<file path="src/hw/rtl/ftrd_pkg.sv">
// ----------------------------------------------------------------------------
// ftrd_pkg
// Shared types and constants for the fan tach rpm debounce block.
// ----------------------------------------------------------------------------
package ftrd_pkg;

  localparam int WIDTH_W = 20;
  localparam int QUOT_W  = 24;
  localparam int RPM_W   = 12;
  localparam int OUTC_W  = 2;
  localparam int DUTY_W  = 8;
  localparam int CAP_W   = 2;
  localparam int CIDX_W  = 2;
  localparam int CNT_W   = $clog2(QUOT_W);

  // 60000000 / (width * 4) == 15000000 / width
  localparam logic [QUOT_W-1:0] DIVIDEND     = 24'd15000000;
  localparam logic [QUOT_W-1:0] ACCEPT_TOL   = 24'd100;
  localparam logic [QUOT_W-1:0] ACCEPT_LIMIT = 24'd2000;
  localparam logic [QUOT_W-1:0] FORCE_LIMIT  = 24'd2500;
  localparam logic [CNT_W-1:0]  LAST_STEP    = CNT_W'(QUOT_W - 1);

  localparam logic [OUTC_W-1:0] OUTC_SETTLED  = 2'd0;
  localparam logic [OUTC_W-1:0] OUTC_FORCED   = 2'd1;
  localparam logic [OUTC_W-1:0] OUTC_DISABLED = 2'd2;

  localparam logic [CIDX_W-1:0] REG_FAN_CAP   = 2'd0;
  localparam logic [CIDX_W-1:0] REG_FAN1_DUTY = 2'd1;
  localparam logic [CIDX_W-1:0] REG_FAN2_DUTY = 2'd2;

  typedef enum logic [1:0] {
    ST_IDLE,
    ST_DIVIDE,
    ST_DECIDE
  } ftrd_state_t;

  typedef struct packed {
    logic load;
    logic step;
    logic commit;
  } ftrd_cmd_t;

  typedef struct packed {
    logic div_last;
    logic out_free;
  } ftrd_stat_t;

endpackage

</file>
<file path="src/hw/rtl/fan_tach_rpm_debounce.sv">
// ----------------------------------------------------------------------------
// fan_tach_rpm_debounce
// Fan speed from tach pulse width, with tolerance debounce and forced update.
// ----------------------------------------------------------------------------
//  channel | dir | tdata / data                   | tuser
//  s_*     | in  | [19:0] pulse_width_us          | fan_select
//  m_*     | out | [11:0] rpm_value, [13:12] outc | fan_id
//  cfg_*   | in  | index 0 cap, 1 duty1, 2 duty2  | -
//
//  An item runs through accept, 24 steps of the bit-serial divider
//  (15000000 / width, one quotient bit a cycle), then the decide state.
//  The decide state waits while the output register is still full.
//  A new item is accepted once decide completes, even if a result waits.
//  Reset clears config, the stored rpm and the reject count.
module fan_tach_rpm_debounce import ftrd_pkg::*; #(
  parameter int MAX_TRIES = 20
) (
  input  logic        clk,
  input  logic        rst,
  input  logic        s_tvalid,
  output logic        s_tready,
  input  logic [23:0] s_tdata,   // [19:0] pulse_width_us
  input  logic        s_tuser,   // [0] fan_select
  output logic        m_tvalid,
  input  logic        m_tready,
  output logic [15:0] m_tdata,   // [11:0] rpm_value, [13:12] outcome
  output logic        m_tuser,   // [0] fan_id
  input  logic        cfg_valid,
  output logic        cfg_ready,
  input  logic [1:0]  cfg_index,
  input  logic [7:0]  cfg_data
);

  ftrd_cmd_t          cmd;
  ftrd_stat_t         stat;
  logic [RPM_W-1:0]   rpm_value;
  logic [OUTC_W-1:0]  outcome;

  assign cfg_ready = !rst;

  ftrd_ctrl u_ctrl (
    .clk      (clk),
    .rst      (rst),
    .s_tvalid (s_tvalid),
    .s_tready (s_tready),
    .stat     (stat),
    .cmd      (cmd)
  );

  ftrd_dp #(
    .MAX_TRIES (MAX_TRIES)
  ) u_dp (
    .clk         (clk),
    .rst         (rst),
    .cfg_we      (cfg_valid && cfg_ready),
    .cfg_index   (cfg_index),
    .cfg_data    (cfg_data),
    .in_sel      (s_tuser),
    .in_width    (s_tdata[WIDTH_W-1:0]),
    .cmd         (cmd),
    .stat        (stat),
    .m_tready    (m_tready),
    .m_tvalid    (m_tvalid),
    .out_fan_id  (m_tuser),
    .out_rpm     (rpm_value),
    .out_outcome (outcome)
  );

  assign m_tdata = {2'b00, outcome, rpm_value};

endmodule

</file>
<file path="src/hw/rtl/ftrd_ctrl.sv">
// ----------------------------------------------------------------------------
// ftrd_ctrl
// Sequencer: accept an item, run the divider, then commit the decision.
// ----------------------------------------------------------------------------
module ftrd_ctrl import ftrd_pkg::*; (
  input  logic       clk,
  input  logic       rst,
  input  logic       s_tvalid,
  output logic       s_tready,
  input  ftrd_stat_t stat,
  output ftrd_cmd_t  cmd
);

  ftrd_state_t state, state_next;

  always_ff @(posedge clk) begin
    if (rst) begin
      state <= ST_IDLE;
    end else begin
      state <= state_next;
    end
  end

  always_comb begin
    state_next = state;
    unique case (state)
      ST_IDLE: begin
        if (s_tvalid) state_next = ST_DIVIDE;
      end
      ST_DIVIDE: begin
        if (stat.div_last) state_next = ST_DECIDE;
      end
      ST_DECIDE: begin
        if (stat.out_free) state_next = ST_IDLE;
      end
      default: state_next = ST_IDLE;
    endcase
  end

  always_comb begin
    s_tready   = 1'b0;
    cmd.load   = 1'b0;
    cmd.step   = 1'b0;
    cmd.commit = 1'b0;
    unique case (state)
      ST_IDLE: begin
        s_tready = !rst;
        cmd.load = s_tvalid && !rst;
      end
      ST_DIVIDE: begin
        cmd.step = 1'b1;
      end
      ST_DECIDE: begin
        cmd.commit = stat.out_free;
      end
      default: ;
    endcase
  end

endmodule

</file>
<file path="src/hw/rtl/ftrd_dp.sv">
// ----------------------------------------------------------------------------
// ftrd_dp
// Datapath: config registers, restoring divider, debounce state and output.
// ----------------------------------------------------------------------------
module ftrd_dp import ftrd_pkg::*; #(
  parameter int MAX_TRIES = 20
) (
  input  logic               clk,
  input  logic               rst,
  input  logic               cfg_we,
  input  logic [CIDX_W-1:0]  cfg_index,
  input  logic [DUTY_W-1:0]  cfg_data,
  input  logic               in_sel,
  input  logic [WIDTH_W-1:0] in_width,
  input  ftrd_cmd_t          cmd,
  output ftrd_stat_t         stat,
  input  logic               m_tready,
  output logic               m_tvalid,
  output logic               out_fan_id,
  output logic [RPM_W-1:0]   out_rpm,
  output logic [OUTC_W-1:0]  out_outcome
);

  localparam int TRY_W = $clog2(MAX_TRIES + 1);
  localparam logic [TRY_W:0] TRY_MAX = (TRY_W+1)'(MAX_TRIES);

  logic [CAP_W-1:0]   fan_capability;
  logic [DUTY_W-1:0]  fan1_duty;
  logic [DUTY_W-1:0]  fan2_duty;

  logic               sel;
  logic               disabled;
  logic [WIDTH_W-1:0] width;
  logic [WIDTH_W-1:0] rem;
  logic [QUOT_W-1:0]  quot;
  logic [CNT_W-1:0]   count;

  logic [RPM_W-1:0]   last_rpm;
  logic [TRY_W-1:0]   tries_count;

  logic [WIDTH_W:0]   rem_shift;
  logic               rem_ge;
  logic [QUOT_W-1:0]  rpm;
  logic [QUOT_W-1:0]  last_ext;
  logic [QUOT_W-1:0]  diff;
  logic               accept;
  logic [TRY_W:0]     tries_inc;
  logic               force_out;
  logic               emit;
  logic [RPM_W-1:0]   rpm_res;
  logic [OUTC_W-1:0]  outc_res;
  logic               sel_disabled;

  always_ff @(posedge clk) begin
    if (rst) begin
      fan_capability <= '0;
      fan1_duty      <= '0;
      fan2_duty      <= '0;
    end else if (cfg_we) begin
      unique case (cfg_index)
        REG_FAN_CAP:   fan_capability <= cfg_data[CAP_W-1:0];
        REG_FAN1_DUTY: fan1_duty      <= cfg_data;
        REG_FAN2_DUTY: fan2_duty      <= cfg_data;
        default: ;
      endcase
    end
  end

  assign sel_disabled = in_sel ? ((fan2_duty == '0) || !fan_capability[1])
                               : ((fan1_duty == '0) || !fan_capability[0]);

  // one quotient bit per cycle
  assign rem_shift = {rem, quot[QUOT_W-1]};
  assign rem_ge    = rem_shift >= {1'b0, width};

  always_ff @(posedge clk) begin
    if (cmd.load) begin
      sel      <= in_sel;
      disabled <= sel_disabled;
      width    <= in_width;
      rem      <= '0;
      quot     <= DIVIDEND;
    end else if (cmd.step) begin
      rem  <= rem_ge ? WIDTH_W'(rem_shift - {1'b0, width}) : rem_shift[WIDTH_W-1:0];
      quot <= {quot[QUOT_W-2:0], rem_ge};
    end
  end

  always_ff @(posedge clk) begin
    if (rst || cmd.load) begin
      count <= '0;
    end else if (cmd.step) begin
      count <= count + CNT_W'(1);
    end
  end

  assign stat.div_last = cmd.step && (count == LAST_STEP);
  assign stat.out_free = !m_tvalid || m_tready;

  // decision
  assign rpm       = (width == '0) ? '0 : quot;
  assign last_ext  = QUOT_W'(last_rpm);
  assign diff      = (rpm > last_ext) ? rpm - last_ext : last_ext - rpm;
  assign accept    = (diff < ACCEPT_TOL) && (rpm < ACCEPT_LIMIT);
  assign tries_inc = {1'b0, tries_count} + (TRY_W+1)'(1);
  assign force_out = tries_inc >= TRY_MAX;

  always_comb begin
    emit     = 1'b1;
    rpm_res  = rpm[RPM_W-1:0];
    outc_res = OUTC_SETTLED;
    priority if (disabled) begin
      rpm_res  = '0;
      outc_res = OUTC_DISABLED;
    end else if (accept) begin
      outc_res = OUTC_SETTLED;
    end else if (force_out) begin
      rpm_res  = (rpm > FORCE_LIMIT) ? '0 : rpm[RPM_W-1:0];
      outc_res = OUTC_FORCED;
    end else begin
      emit = 1'b0;
    end
  end

  always_ff @(posedge clk) begin
    if (rst) begin
      last_rpm    <= '0;
      tries_count <= '0;
    end else if (cmd.commit) begin
      if (emit) begin
        tries_count <= '0;
        if (!disabled) last_rpm <= rpm_res;
      end else begin
        tries_count <= tries_inc[TRY_W-1:0];
      end
    end
  end

  always_ff @(posedge clk) begin
    if (rst) begin
      m_tvalid <= 1'b0;
    end else if (cmd.commit && emit) begin
      m_tvalid <= 1'b1;
    end else if (m_tready) begin
      m_tvalid <= 1'b0;
    end
  end

  always_ff @(posedge clk) begin
    if (cmd.commit && emit) begin
      out_fan_id  <= sel;
      out_rpm     <= rpm_res;
      out_outcome <= outc_res;
    end
  end

endmodule
</file>
<file path="config.mk">
export PLATFORM = sky130hd
export DESIGN_NAME = fan_tach_rpm_debounce
export DESIGN_NICKNAME = d
export VERILOG_FILES = /design/src/hw/rtl/ftrd_pkg.sv /design/src/hw/rtl/fan_tach_rpm_debounce.sv /design/src/hw/rtl/ftrd_ctrl.sv /design/src/hw/rtl/ftrd_dp.sv
export SDC_FILE = /design/constraint.sdc
export NUM_CORES = 1
export LEC_CHECK = 0
export BUFFER_PORTS_ARGS = -buffer_cell sky130_fd_sc_hd__buf_2
export CORE_AREA = 3 3 132 134
export DETAILED_ROUTE_END_ITERATION = 12
export DIE_AREA = 0 0 135 137
export HOLD_SLACK_MARGIN = 0.02
export PLACE_DENSITY = 0.69
export SYNTH_ARGS = -nofsm -noshare
export SYNTH_HDL_FRONTEND = slang
export SYNTH_HIERARCHICAL = 1
export SYNTH_SLANG_ARGS = --single-unit
</file>
<file path="constraint.sdc">
create_clock -name clk -period 16 [get_ports clk]
set_clock_uncertainty 0.15 [all_clocks]
set_input_delay 0 -clock clk [delete_from_list [all_inputs] [get_ports clk]]
set_output_delay 0 -clock clk [all_outputs]
set_load 0.01 [all_outputs]
</file>
==> results.yml, run 1 <==
min_path:
  hold_path_class: "in -> reg"
  min_from: "cfg_valid"
clock_tree:
  clk_pin_slew_ns: 0.06
  htreeDepth: 4
  cts_buffer_depth: 2
  cts_buffers: 17
  post_cts_buffers: 0
  cts_tree: "done"
  worstSkewPairLatency_ns: 0.42
  cts.sinks: 124
  cts_root_buf: "clkbuf_16"
timing:
  hold_violations: 0
  maxSlewHeadroom: 0.3464
  worst_pin_slew_ns: 0.9739
  rsz0062_at_grt: "false"
  period_minus_slack_ns: 6.740
  tns_ns: 0
  report.final.slew_viol_count: 0
  setup_viol: 0
  period_share: 0.4212
  clock.fmax_mhz: 148.4
grt:
  grt.total_usage: 0.1884
  grt_pass1_vias: 5816
  grt_max_degree: 43
  grt_overflow: 0
  antenna_found_initial: 0
  grt_pass1_wl_um: 28410
final_layout:
  n_fill_cell: 1466
  drive_above_1_share: 0.1201
  diodes: 0
  final_nets: 996
  design_area_um2: 8892
  syn2layout_area_growth_pct: 18.13
routing:
  viasPerCell: 5.465
  initialDrtViolationCount: 401
  first_pass_iters: 5
  drtAntennaViolNets: 0
  wirelength_um: 17150
  num_vias: 6252
  drc: 0
  wl_per_cell_um: 14.99
worst_setup_path:
  crit_start: "u_dp/width[3]"
  crit_type: "reg -> reg"
  startpoint_type: "flip-flop"
  cp_max_fo: 29
  worstPathArrival_ns: 6.65
  end_kind: "flip-flop"
  worstPathRequired_ns: 15.91
  r2r-start: "u_dp/width[3]"
placed_design:
  dp_hpwl_um: 11960
  port_buffers: 53
  gp_congestion: 0.8871
  placedInstanceArea_um2: 7940
die:
  rows: 47
  ios: 60
  die_y_um: 137
  die-area_um2: 18500
  start_util: 0.4588
  core_um2: 16410
  chipWidth_um: 135
logic_synthesis:
  netlist_area_um2: 7527
  yosysWarnings: 6
  synth-edff-count: 37
  ys_ff_latch: 124
  syn_inst: 842
  ys_types: 83
  avgSynthCellArea_um2: 8.940
  yosysSeqAreaShare: 0.3790
  ys.flop_type: "dfxtp_1"
  async_reset_ff_frac: 0
status:
  outcome: "completed"
power:
  p_leak_nw: 3.829
  power_mw: 1.337
  ir_drop_v: 0.00008066
  p_per_area_nw_per_um2: 150.3
job:
  max_cap_violations: 0
## state kept, by name (all words and copies together), names as in the netlist, 2 cells and up
register,flops
u_dp/rem,20
u_dp/tries_count,5
u_dp/last_rpm,12
u_dp/out_outcome,2
u_dp/count,5
u_dp/quot,24
u_dp/fan_capability,2
u_ctrl/state,2
u_dp/fan2_duty,8
u_dp/out_rpm,12
u_dp/width,20
u_dp/fan1_duty,8
## placed cells by master, fill, tap and decap left out, types with 7 or more instances in the layout
master,count
nor2_1,106
dfxtp_1,87
nand2_1,68
inv_1,60
mux2i_1,59
buf_2,53
ha_1,44
a21oi_1,37
edfxtp_1,37
dlygate4sd3_1,35
o21ai_0,26
clkbuf_16,19
a211oi_1,19
nor3_1,17
xnor2_1,16
xor2_1,13
nand3_1,12
a22o_1,11
nand2b_1,10
a31oi_1,10
nor4_1,9
nand4_1,9
a21o_1,9
o31a_1,9
nor2b_1,8
o31ai_1,8
o211ai_1,8
and3_1,7
## worst max-delay path, stage by stage, from the launching register on
cell and delay (ns):
edfxtp_1 0.41, nor4_1 0.60, and3_1 0.38, nand2_1 0.07, buf_4 0.24, nand2_1 0.21, inv_1 0.11, ha_1 0.58
nand4_1 0.20, nor2_1 0.36, inv_1 0.18, o311ai_1 0.39, o21ai_1 0.38, or3_1 0.48, a211o_1 0.24, o31a_1 0.38
o311ai_4 0.40, nand2_1 0.14, inv_1 0.47
## synthesized netlist by cell type, drive strengths merged (4+ instances only)
cell type / number / area, µm²
and2: 6 / 37.54
o21ai: 31 / 166.4
nand4: 9 / 56.30
nand2: 68 / 255.2
xor2: 13 / 113.9
a21boi: 7 / 56.30
o211ai: 10 / 93.84
inv: 60 / 225.2
a211oi: 20 / 155.1
o31ai: 10 / 93.84
o311ai: 5 / 61.32
a32o: 5 / 50.05
xnor2: 16 / 140.1
mux2i: 59 / 590.6
dfxtp: 87 / 1742
a22o: 11 / 96.34
nor2b: 9 / 56.30
nor4: 9 / 56.30
nand3b: 6 / 45.04
o21a: 4 / 30.03
or4: 5 / 45.04
nand3: 12 / 60.06
a21o: 9 / 67.56
buf: 12 / 75.06
ha: 44 / 550.5
and3: 7 / 43.79
nor3: 18 / 101.4
edfxtp: 37 / 1111
nor2: 107 / 409.1
a21oi: 37 / 185.2
o31a: 9 / 78.83
nand2b: 10 / 62.56
clkbuf: 32 / 120.1
a31oi: 10 / 62.56
## report_power, final
part	switching, mW	internal (mW)
sequential	0.0447	0.370
clock	0.158	0.227
combinational	0.300	0.238
total	0.502	0.835
## cell families after synthesis
family | after synthesis | share of synthesized area
simple gates | 280 | 0.1790
compound gates | 196 | 0.1922
flops | 124 | 0.3790
buf+inv | 104 | 0.05585
mux | 60 | 0.07995
fa+ha+maj | 48 | 0.07979
xor+xnor | 29 | 0.03374
other cells | 1 | 0.0004982
## what timing repair did
item	in CTS	in global routing
endpoints found under the hold margin	45	0
resized for setup	0	0
hold buffers	35	0
## stage by stage
step                worst slack [ns]  hold slack [ns]  utilization  cells
global placement               9.358          0.02657       0.4839   1077
finish                         9.260          0.09068       0.5420   1144
CTS                            9.299          0.06337       0.5420   1144
detailed placement             9.336          0.02810       0.4839   1077
floorplan                      10.38          -0.1065            -    843
global route                   8.863          0.09901       0.5420   1144
## metal layers
| metal | part of all wire | vias to the layer above | track usage |
|---|---|---|---|
| met3 | 0.045 | 22 | 0.03309 |
| met4 | 0.015 | 0 | 0.06775 |
| met1 | 0.47 | 2904 | 0.2534 |
| met2 | 0.47 | 157 | 0.3060 |
| met5 | 0 | - | 0 |
| li1 | - | 3169 | - |
## final timing paths
path	end	slack (ns)	cells past startpoint
max	u_dp/out_rpm[11]	9.26	18
min	u_dp/fan_capability[0]	0.09	5
max reg2reg	u_dp/out_rpm[11]	9.26	18
min reg2reg	u_dp/out_fan_id	0.29	0
## cell type report
cell class                 count  area [µm²]  area share
timing repair buffer          93       653.1     0.07345
sequential                   124        2853      0.3208
multi-input combinational    615        4284      0.4818
clock inverter                12       112.6     0.01266
tap                          220       275.3     0.03096
inverter                      60       225.2     0.02533
clock buffer                  20       489.2     0.05502
Note: power is estimated with default switching activity, not from simulation.
==> run 2, diff against run 1 <==
PLACE_DENSITY = 0.72   (was 0.69)
clock period = 5.9 ns   (was 16 ns; I/O delays follow)
==> results.yml, run 2 (synthesized netlist as in run 1, its figures left out) <==
grt:
  grt_pass1_vias: 5979
  grt_max_degree: 63
  grt_overflow: 0
  grt_pass1_wl_um: 28280
  grt.total_usage: 0.1873
  antenna_found_initial: 0
timing:
  report.final.slew_viol_count: 0
  tns_ns: 0
  worst_pin_slew_ns: 0.7637
  period_minus_slack_ns: 5.543
  rsz0062_at_grt: "false"
  period_share: 0.9395
  clock.fmax_mhz: 180.4
  maxSlewHeadroom: 0.4897
  finalWorstSetupSlack_ns: 0.3571
  setup_viol: 0
  hold_violations: 0
  hold_ws_ns: 0.07584
final_layout:
  syn2layout_area_growth_pct: 18.87
  design_area_um2: 8947
  final_cell_mix: "nor2_1, dfxtp_1, nand2_1, inv_1, mux2i_1"
  layout_commonest_cell: "nor2_1"
  regMostFlops: "u_dp/quot"
  largest_reg_flops: 24
  post-route-util: 0.5453
  drive_above_1_share: 0.1297
  final-instance-count-excl-fill: 1153
  reg_top3: "u_dp/quot x24, u_dp/rem x20, u_dp/width x20"
  diodes: 0
  final_nets: 1005
clock_tree:
  cts.sinks: 124
  clk_pin_slew_ns: 0.07
  cts_tree: "done"
  htreeDepth: 4
  cts_root_buf: "clkbuf_16"
  cts_buffer_depth: 2
  worstSkewPairLatency_ns: 0.41
  cts_buffers: 17
placed_design:
  dp_hpwl_um: 11970
  port_buffers: 53
  gp_congestion: 0.9439
  placedInstanceArea_um2: 8020
  place_ws_ns: 0.4042
  place_inst: 1086
routing:
  num_vias: 6356
  initialDrtViolationCount: 362
  wirelength_um: 17210
  drc: 0
  viasPerCell: 5.513
  wl_per_cell_um: 14.93
  drtAntennaViolNets: 0
  first_pass_iters: 5
worst_setup_path:
  worstPathArrival_ns: 5.70
  cp_max_fo: 21
  worstPathRequired_ns: 6.05
  end_kind: "flip-flop"
  crit_type: "reg -> reg"
  startpoint_type: "flip-flop"
  reg2reg_slack_ns: 0.36
die:
  core_um2: 16410
  rows: 47
  start_util: 0.4588
  ios: 60
  die_y_um: 137
  die-area_um2: 18500
  chipWidth_um: 135
job:
  max_cap_violations: 0
power:
  power_mw: 3.607
  p_per_area_nw_per_um2: 403.1
  p_leak_nw: 3.863
  ir_drop_v: 0.0003564
status:
  outcome: "completed"
min_path:
  hold_path_class: "in -> reg"
==> run 2: area by class of cell <==
type                    instances  area [µm²]
clock buffers                  17       425.4
clock inverters                15       145.1
fillers                      1468        7460
inverters                      60       225.2
multi-input cells             615        4290
flip-flops and latches        124        2853
well taps                     220       275.3
repair buffers                102       733.2
==> run 2: layer usage <==
| metal | vias to the layer above | GRT usage | share of wire |
|---|---|---|---|
| met1 | 2973 | 0.2481 | 0.47 |
| met2 | 172 | 0.3121 | 0.47 |
| met4 | 0 | 0.05767 | 0.014 |
| li1 | 3189 | - | - |
| met5 | - | 0 | 0 |
| met3 | 22 | 0.03529 | 0.043 |
==> run 2: critical path, cell delays in order (launching register included) <==
cell      delay, ns
edfxtp_1       0.43
nor4_1         0.41
and3_1         0.34
nand2_1        0.25
buf_4          0.29
nand2_1        0.14
inv_1          0.07
ha_1           0.39
nand3b_1       0.17
a21oi_1        0.08
o21ai_0        0.32
a21boi_2       0.14
o31ai_4        0.33
a21oi_1        0.11
or3_1          0.35
a211o_1        0.23
o31a_1         0.38
o311ai_4       0.25
buf_4          0.19
nor2_1         0.07
a311o_1        0.34
==> run 2: power by group <==
part	internal, mW	switching [mW]
registers	1.00	0.125
clock network	0.561	0.446
logic	0.655	0.818
==> run 2: path summary, 6_finish.rpt <==
| kind | end | cells past startpoint | startpoint |
|---|---|---|---|
| max | u_dp/tries_count[4] | 20 | u_dp/width[1] |
| min reg2reg | u_dp/out_fan_id | 0 | u_dp/sel |
| min | u_dp/fan_capability[1] | 5 | cfg_valid |
| max reg2reg | u_dp/tries_count[4] | 20 | u_dp/width[1] |
==> run 2: timing repair <==
item	CTS	global route
hold buffers	35	0
endpoints found under the setup margin	0	30
buffers inserted	0	0
hold endpoints to repair	43	0
gates resized for setup	0	1
